[src/fdh_pkg.sv]
// ----------------------------------------------------------------------------
// fdh_pkg: shared constants and control word types
// Sizes of the fractional delay line, datapath widths and the microcode word
// that the sequencer hands to the datapath.
// ----------------------------------------------------------------------------
package fdh_pkg;

  localparam int STORE_DEPTH = 32768;
  localparam int FRAC_BITS   = 8;
  localparam int SAMPLE_BITS = 24;

  // fixed field widths on the stream ports
  localparam int IN_SAMPLE_W  = 24;
  localparam int DELAY_W      = 23;
  localparam int OUT_W        = 24;
  localparam int IN_TDATA_W   = 48;
  localparam int OUT_TDATA_W  = 24;

  localparam int ADDR_W  = $clog2(STORE_DEPTH);
  localparam int POS_W   = ADDR_W + FRAC_BITS;
  localparam int CMP_W   = ((DELAY_W > POS_W) ? DELAY_W : POS_W) + 1;
  localparam int WORK_W  = SAMPLE_BITS + 8;
  localparam int PROD_W  = WORK_W + FRAC_BITS + 1;

  localparam logic [CMP_W-1:0] DELAY_MIN = CMP_W'(longint'(2) << FRAC_BITS);
  localparam logic [CMP_W-1:0] DELAY_MAX =
    CMP_W'(longint'(STORE_DEPTH - 3) << FRAC_BITS);
  localparam logic [CMP_W-1:0] SPAN = CMP_W'(longint'(STORE_DEPTH) << FRAC_BITS);
  localparam logic [ADDR_W-1:0] LAST_ADDR = ADDR_W'(STORE_DEPTH - 1);

  localparam int STEP_W = 4;
  localparam logic [STEP_W-1:0] LAST_STEP = STEP_W'(14);

  // which neighbour of the read index goes to the store's read port
  typedef enum logic [1:0] {
    NB_M1 = 2'd0,
    NB_P0 = 2'd1,
    NB_P1 = 2'd2,
    NB_P2 = 2'd3
  } nb_sel_t;

  // which tap register takes the read data
  typedef enum logic [2:0] {
    LD_NONE = 3'd0,
    LD_XM1  = 3'd1,
    LD_X0   = 3'd2,
    LD_X1   = 3'd3,
    LD_X2   = 3'd4
  } ld_sel_t;

  typedef enum logic [3:0] {
    OP_NONE = 4'd0,
    OP_ADDR = 4'd1,
    OP_DIFF = 4'd2,
    OP_AB   = 4'd3,
    OP_MUL  = 4'd4,
    OP_S1   = 4'd5,
    OP_S2   = 4'd6,
    OP_S3   = 4'd7,
    OP_OUT  = 4'd8
  } op_t;

  // next-step condition
  typedef enum logic [1:0] {
    JC_NEXT = 2'd0,
    JC_IN   = 2'd1,
    JC_OUT  = 2'd2
  } jc_t;

  typedef struct packed {
    logic    rd_en;
    nb_sel_t nb;
    ld_sel_t ld;
    op_t     op;
    jc_t     jc;
  } uword_t;

  function automatic logic [ADDR_W-1:0] next_idx(input logic [ADDR_W-1:0] a);
    next_idx = (a == LAST_ADDR) ? '0 : a + ADDR_W'(1);
  endfunction

endpackage

[src/fdh_seq.sv]
// ----------------------------------------------------------------------------
// fdh_seq: microcode sequencer
// Step counter over a read-only program; each step emits one control word.
// ----------------------------------------------------------------------------
module fdh_seq import fdh_pkg::*; (
  input  logic   clk,
  input  logic   rst_n,
  input  logic   in_tvalid,
  input  logic   out_busy,
  output logic   in_tready,
  output uword_t ctl
);

  logic [STEP_W-1:0] step_r;
  logic [STEP_W-1:0] step_nxt;
  uword_t            uw;

  // program: accept, address, four reads, polynomial, output
  always_comb begin
    uw = '{rd_en: 1'b0, nb: NB_M1, ld: LD_NONE, op: OP_NONE, jc: JC_NEXT};
    case (step_r)
      4'd0:  uw.jc = JC_IN;
      4'd1:  uw.op = OP_ADDR;
      4'd2:  begin uw.rd_en = 1'b1; uw.nb = NB_M1; end
      4'd3:  begin uw.rd_en = 1'b1; uw.nb = NB_P0; uw.ld = LD_XM1; end
      4'd4:  begin uw.rd_en = 1'b1; uw.nb = NB_P1; uw.ld = LD_X0; end
      4'd5:  begin uw.rd_en = 1'b1; uw.nb = NB_P2; uw.ld = LD_X1; end
      4'd6:  begin uw.ld = LD_X2; uw.op = OP_DIFF; end
      4'd7:  uw.op = OP_AB;
      4'd8:  uw.op = OP_MUL;
      4'd9:  uw.op = OP_S1;
      4'd10: uw.op = OP_MUL;
      4'd11: uw.op = OP_S2;
      4'd12: uw.op = OP_MUL;
      4'd13: uw.op = OP_S3;
      4'd14: begin uw.op = OP_OUT; uw.jc = JC_OUT; end
      default: uw.jc = JC_OUT;
    endcase
  end

  always_comb begin
    step_nxt = step_r;
    case (uw.jc)
      JC_NEXT: step_nxt = step_r + STEP_W'(1);
      JC_IN:   if (in_tvalid) begin step_nxt = step_r + STEP_W'(1); end
      JC_OUT:  if (!out_busy) begin step_nxt = '0; end
      default: step_nxt = '0;
    endcase
  end

  always_ff @(posedge clk) begin
    if (!rst_n) begin
      step_r <= '0;
    end else begin
      step_r <= step_nxt;
    end
  end

  assign in_tready = (uw.jc == JC_IN);
  assign ctl       = uw;

  a_accept_starts: assert property (@(posedge clk) disable iff (!rst_n)
    in_tvalid && in_tready |=> step_r == STEP_W'(1))
    else $error("accepted request did not start the program");

  a_step_range: assert property (@(posedge clk) disable iff (!rst_n)
    step_r <= LAST_STEP)
    else $error("step counter left the program");

  a_ready_idle: assert property (@(posedge clk) disable iff (!rst_n)
    in_tready |-> step_r == '0)
    else $error("ready raised outside the first step");

endmodule

[config.mk]
export PLATFORM = sky130hd
export DESIGN_NAME = fdh_seq
export DESIGN_NICKNAME = d
export VERILOG_FILES = /design/src/fdh_pkg.sv /design/src/fdh_seq.sv
export SDC_FILE = /design/constraint.sdc
export NUM_CORES = 1
export LEC_CHECK = 0
export BUFFER_PORTS_ARGS = -buffer_cell sky130_fd_sc_hd__buf_2
export CAP_MARGIN = 0
export CELL_PAD_IN_SITES_DETAIL_PLACEMENT = 1
export CELL_PAD_IN_SITES_GLOBAL_PLACEMENT = 1
export CORE_AREA = 2 2 39 41
export CTS_CLUSTER_DIAMETER = 120
export DETAILED_ROUTE_END_ITERATION = 10
export DIE_AREA = 0 0 41 43
export PLACE_DENSITY = 0.76
export REMOVE_ABC_BUFFERS = 1
export SETUP_SLACK_MARGIN = 0.4
export SYNTH_ARGS = -nofsm -noshare
export SYNTH_HDL_FRONTEND = slang
export SYNTH_SLANG_ARGS = --single-unit
[constraint.sdc]
create_clock -name clk -period 4.3 [get_ports clk]
set_clock_uncertainty 0.2 [all_clocks]
set_input_delay 0.215 -clock clk [delete_from_list [all_inputs] [get_ports clk]]
set_output_delay 0.215 -clock clk [all_outputs]
set_load 0.02 [all_outputs]
==> key figures <==
Synthesis
  – Ys Warns: 0
  – Synth Area in Simple Gates: 0.268
  – Synth Area in Compound Gates: 0.211
  – Top-area cell type share of the netlist area: 0.193
  – Post-synthesis xor/xnor area fraction: 0.0422
  – Area leader, netlist: dfxtp_1
  – Multiplexer share of the synthesized area: 0.0512
  – #FFs+latches synth: 4
  – Synth top area cells: dfxtp_1, ha_1, nor2_1
  – Largest family of logic cells by synthesized area: simple AND/OR/NAND/NOR gates
  – Sequential share of the synthesized area: 0.193
  – Post-synthesis adder-cell area fraction: 0.120
  – Syn Std Cell Area: 415 um^2
  – Post-Syn Instances: 55
  – Post-Syn Area per Cell: 7.55 um^2
  – Synth unique cells: 27

GRT
  – Vias in the first global route: 387
  – Grt total ovfl: 0
  – Largest net degree at the start of global routing: 14
  – Initial antenna violation count: 0
  – GRT Overall Usage: 0.142
  – First-pass GRT wire length: 1.66 mm

Timing
  – Slew HR: 0.708
  – Fin crit period: 2.15 ns
  – Fin. max-slew vios: 0
  – Fmax: 0.464 GHz
  – Final Cycle Share: 0.501
  – Unrepaired setup endpoints after global routing: no
  – Endpoints failing setup: 0
  – TNS Setup: 0 ns
  – Final Hold Fails: 0
  – Measured slew at the worst slew-check pin: 0.438 ns

Setup path
  – Worst EP required: 3.88 ns
  – Critical path's top delay family: flip-flops
  – CP cell instances: inv_1, ha_1, a2bb2oi_1, nor3_1, buf_2
  – CP max FO: 5
  – Critical path class: reg -> out
  – Critical Path AT: 1.74 ns
  – Crit path largest cell delay: 0.40 ns
  – Bufs and invs on worst path: 2
  – Worst setup SP type: register
  – Slowest CP cell: dfxtp_1
  – Crit end category: output port

CTS
  – # hold bufs at CTS: 0
  – Clock Tree Root: clkbuf_4
  – CTS buffer count: 3
  – Clk sinks: 4
  – H-tree Lvls: 1
  – Post-CTS setup buffers: 0
  – CTS Buffer Depth: 2
  – Post-CTS Resized: 0
  – CTS tree: done
  – Worst skew pair latency: 0.23 ns
  – Worst-path clk slew: 0.04 ns

Drt
  – Number of remaining DRC errors: 0
  – Met2 wire length: 482 um
  – Wl on met1: 449 um
  – Antenna viol nets, final: 0
  – WL/cell: 11.8 um
  – Starting DRC count in detailed routing: 2
  – WL met3: 56 um
  – TritonRoute pass-1 iters: 2
  – Max layer used: met4
  – Vias per inst: 5.18
  – Drt total wl: 1.00 mm
  – Via count: 440

Finish
  – Diode count: 0
  – Largest register FFs: 4
  – Non-filler instance count after layout: 85
  – Fin nets: 79
  – Area Overhead vs Synth: 22.6%
  – Reg with most FFs: step_r
  – Design area: 509 um^2
  – Biggest regs: step_r (4)
  – Fillers: 189
  – Layout cell share with drive strength beyond 1: 0.348

Placement
  – Placed inst area: 487 um^2
  – Final HPWL DP: 814 um
  – Post-Place Cells: 82
  – GPL Wtd Cong: 0.676
  – PortBufs: 16

Floorplanning
  – Die Ht: 43 um
  – Die W: 41 um
  – IO Pins: 17
  – Area of the core: 1380 um^2
  – Row count: 14
  – Die area: 1760 um^2
  – Initial Utilization: 0.300

Pwr
  – VDD IR max: 0.229 mV
  – Cell leakage power: 0.250 nW
  – Pwr/cell area: 648 nW/um^2

Status
  – Status: finished clean

Run
  – Maxcap violations: 0

Worst hold path
  – Hold crit path type: in -> reg
cells by family after synthesis:
logic type / count (synthesis)
AOI/OAI and AO/OA: 10
xor gates and xnor gates: 2
adders and majority gates: 4
buffers and inverters: 10
DFF: 4
muxes: 2
and+or+nand+nor: 23
cells in the final DEF (no fill, tap or decap):
cell type  instances
o32ai_1            3
dfxtp_1            4
xor2_1             2
a21oi_1            1
or2_2              1
nand2_1            7
mux2_2             1
o31ai_1            1
inv_1              5
o21ai_0            1
clkbuf_4           3
nand2b_1           1
nor2_1             8
buf_2             16
nor3b_1            1
ha_1               4
and2_1             1
nor3_1             2
a2bb2oi_1          1
nand3_1            1
mux2i_1            1
o32ai_2            1
o41a_2             1
o22ai_1            1
or4b_4             1
metrics by stage:
| step | utilization | hold slack, ns | setup slack, ns | total power [W] |
|---|---|---|---|---|
| floorplan | - | 0.167 | 2.28 | 0.000225 |
| global placement | 0.352 | 0.327 | 2.41 | 0.000282 |
| detailed placement | 0.352 | 0.341 | 2.39 | 0.000287 |
| CTS | 0.368 | 0.0971 | 2.12 | 0.000336 |
| global route | 0.368 | 0.108 | 1.97 | 0.000368 |
| finish | 0.368 | 0.101 | 2.15 | 0.000330 |
cell usage after synthesis:
| cell | instances |
|---|---|
| nor2_1 | 8 |
| nand2_1 | 7 |
| inv_1 | 5 |
| dfxtp_1 | 4 |
| ha_1 | 4 |
| o32ai_1 | 3 |
| buf_4 | 2 |
| nor3_1 | 2 |
| xor2_1 | 2 |
| a21oi_1 | 1 |
| a2bb2oi_1 | 1 |
| and2_1 | 1 |
| buf_1 | 1 |
| buf_2 | 1 |
| clkbuf_2 | 1 |
| mux2_2 | 1 |
| mux2i_1 | 1 |
| nand2b_1 | 1 |
| nand3_1 | 1 |
| nor3b_1 | 1 |
| o21ai_0 | 1 |
| o22ai_1 | 1 |
| o31ai_1 | 1 |
| o32ai_2 | 1 |
| o41a_2 | 1 |
| or2_2 | 1 |
| or4b_4 | 1 |
worst register-to-register path, cell delays in order (launching register included):
cell     delay [ns]
dfxtp_1        0.34
inv_1          0.14
ha_1           0.27
or4b_4         0.50
o41a_2         0.17
o32ai_2        0.21
where the power goes:
group	switching, W	internal [W]	leakage (nW)
Clock	0.0000144	0.0000312	0.0138
Combinational	0.000139	0.0000871	0.204
Sequential	0.0000125	0.0000464	0.0326
layer usage:
metal / global-route usage / vias to the layer above
met4: 0.0800 / 0
met2: 0.219 / 16
met5: 0 / -
li1: - / 221
met1: 0.170 / 201
met3: 0.0314 / 2
final timing paths:
path,start,end,slack (ns),cells past startpoint
setup reg to reg,step_r[0]$_SDFFE_PN0P_,step_r[1]$_SDFFE_PN0P_,2.38,5
hold / removal,rst_n,step_r[3]$_SDFFE_PN0P_,0.10,3
hold reg to reg,step_r[0]$_SDFFE_PN0P_,step_r[0]$_SDFFE_PN0P_,0.34,2
setup / recovery,step_r[0]$_SDFFE_PN0P_,ctl[1],2.15,5
final cells by class:
class                   instances  area [um^2]  area share
clock buffers                   3         22.5      0.0442
inverters                       5         18.8      0.0369
multi-input cells              41          288       0.565
well taps                      16         20.0      0.0393
repair buffers                 16         80.1       0.157
flip-flops and latches          4         80.1       0.157
(Power assumes the default switching activity.)
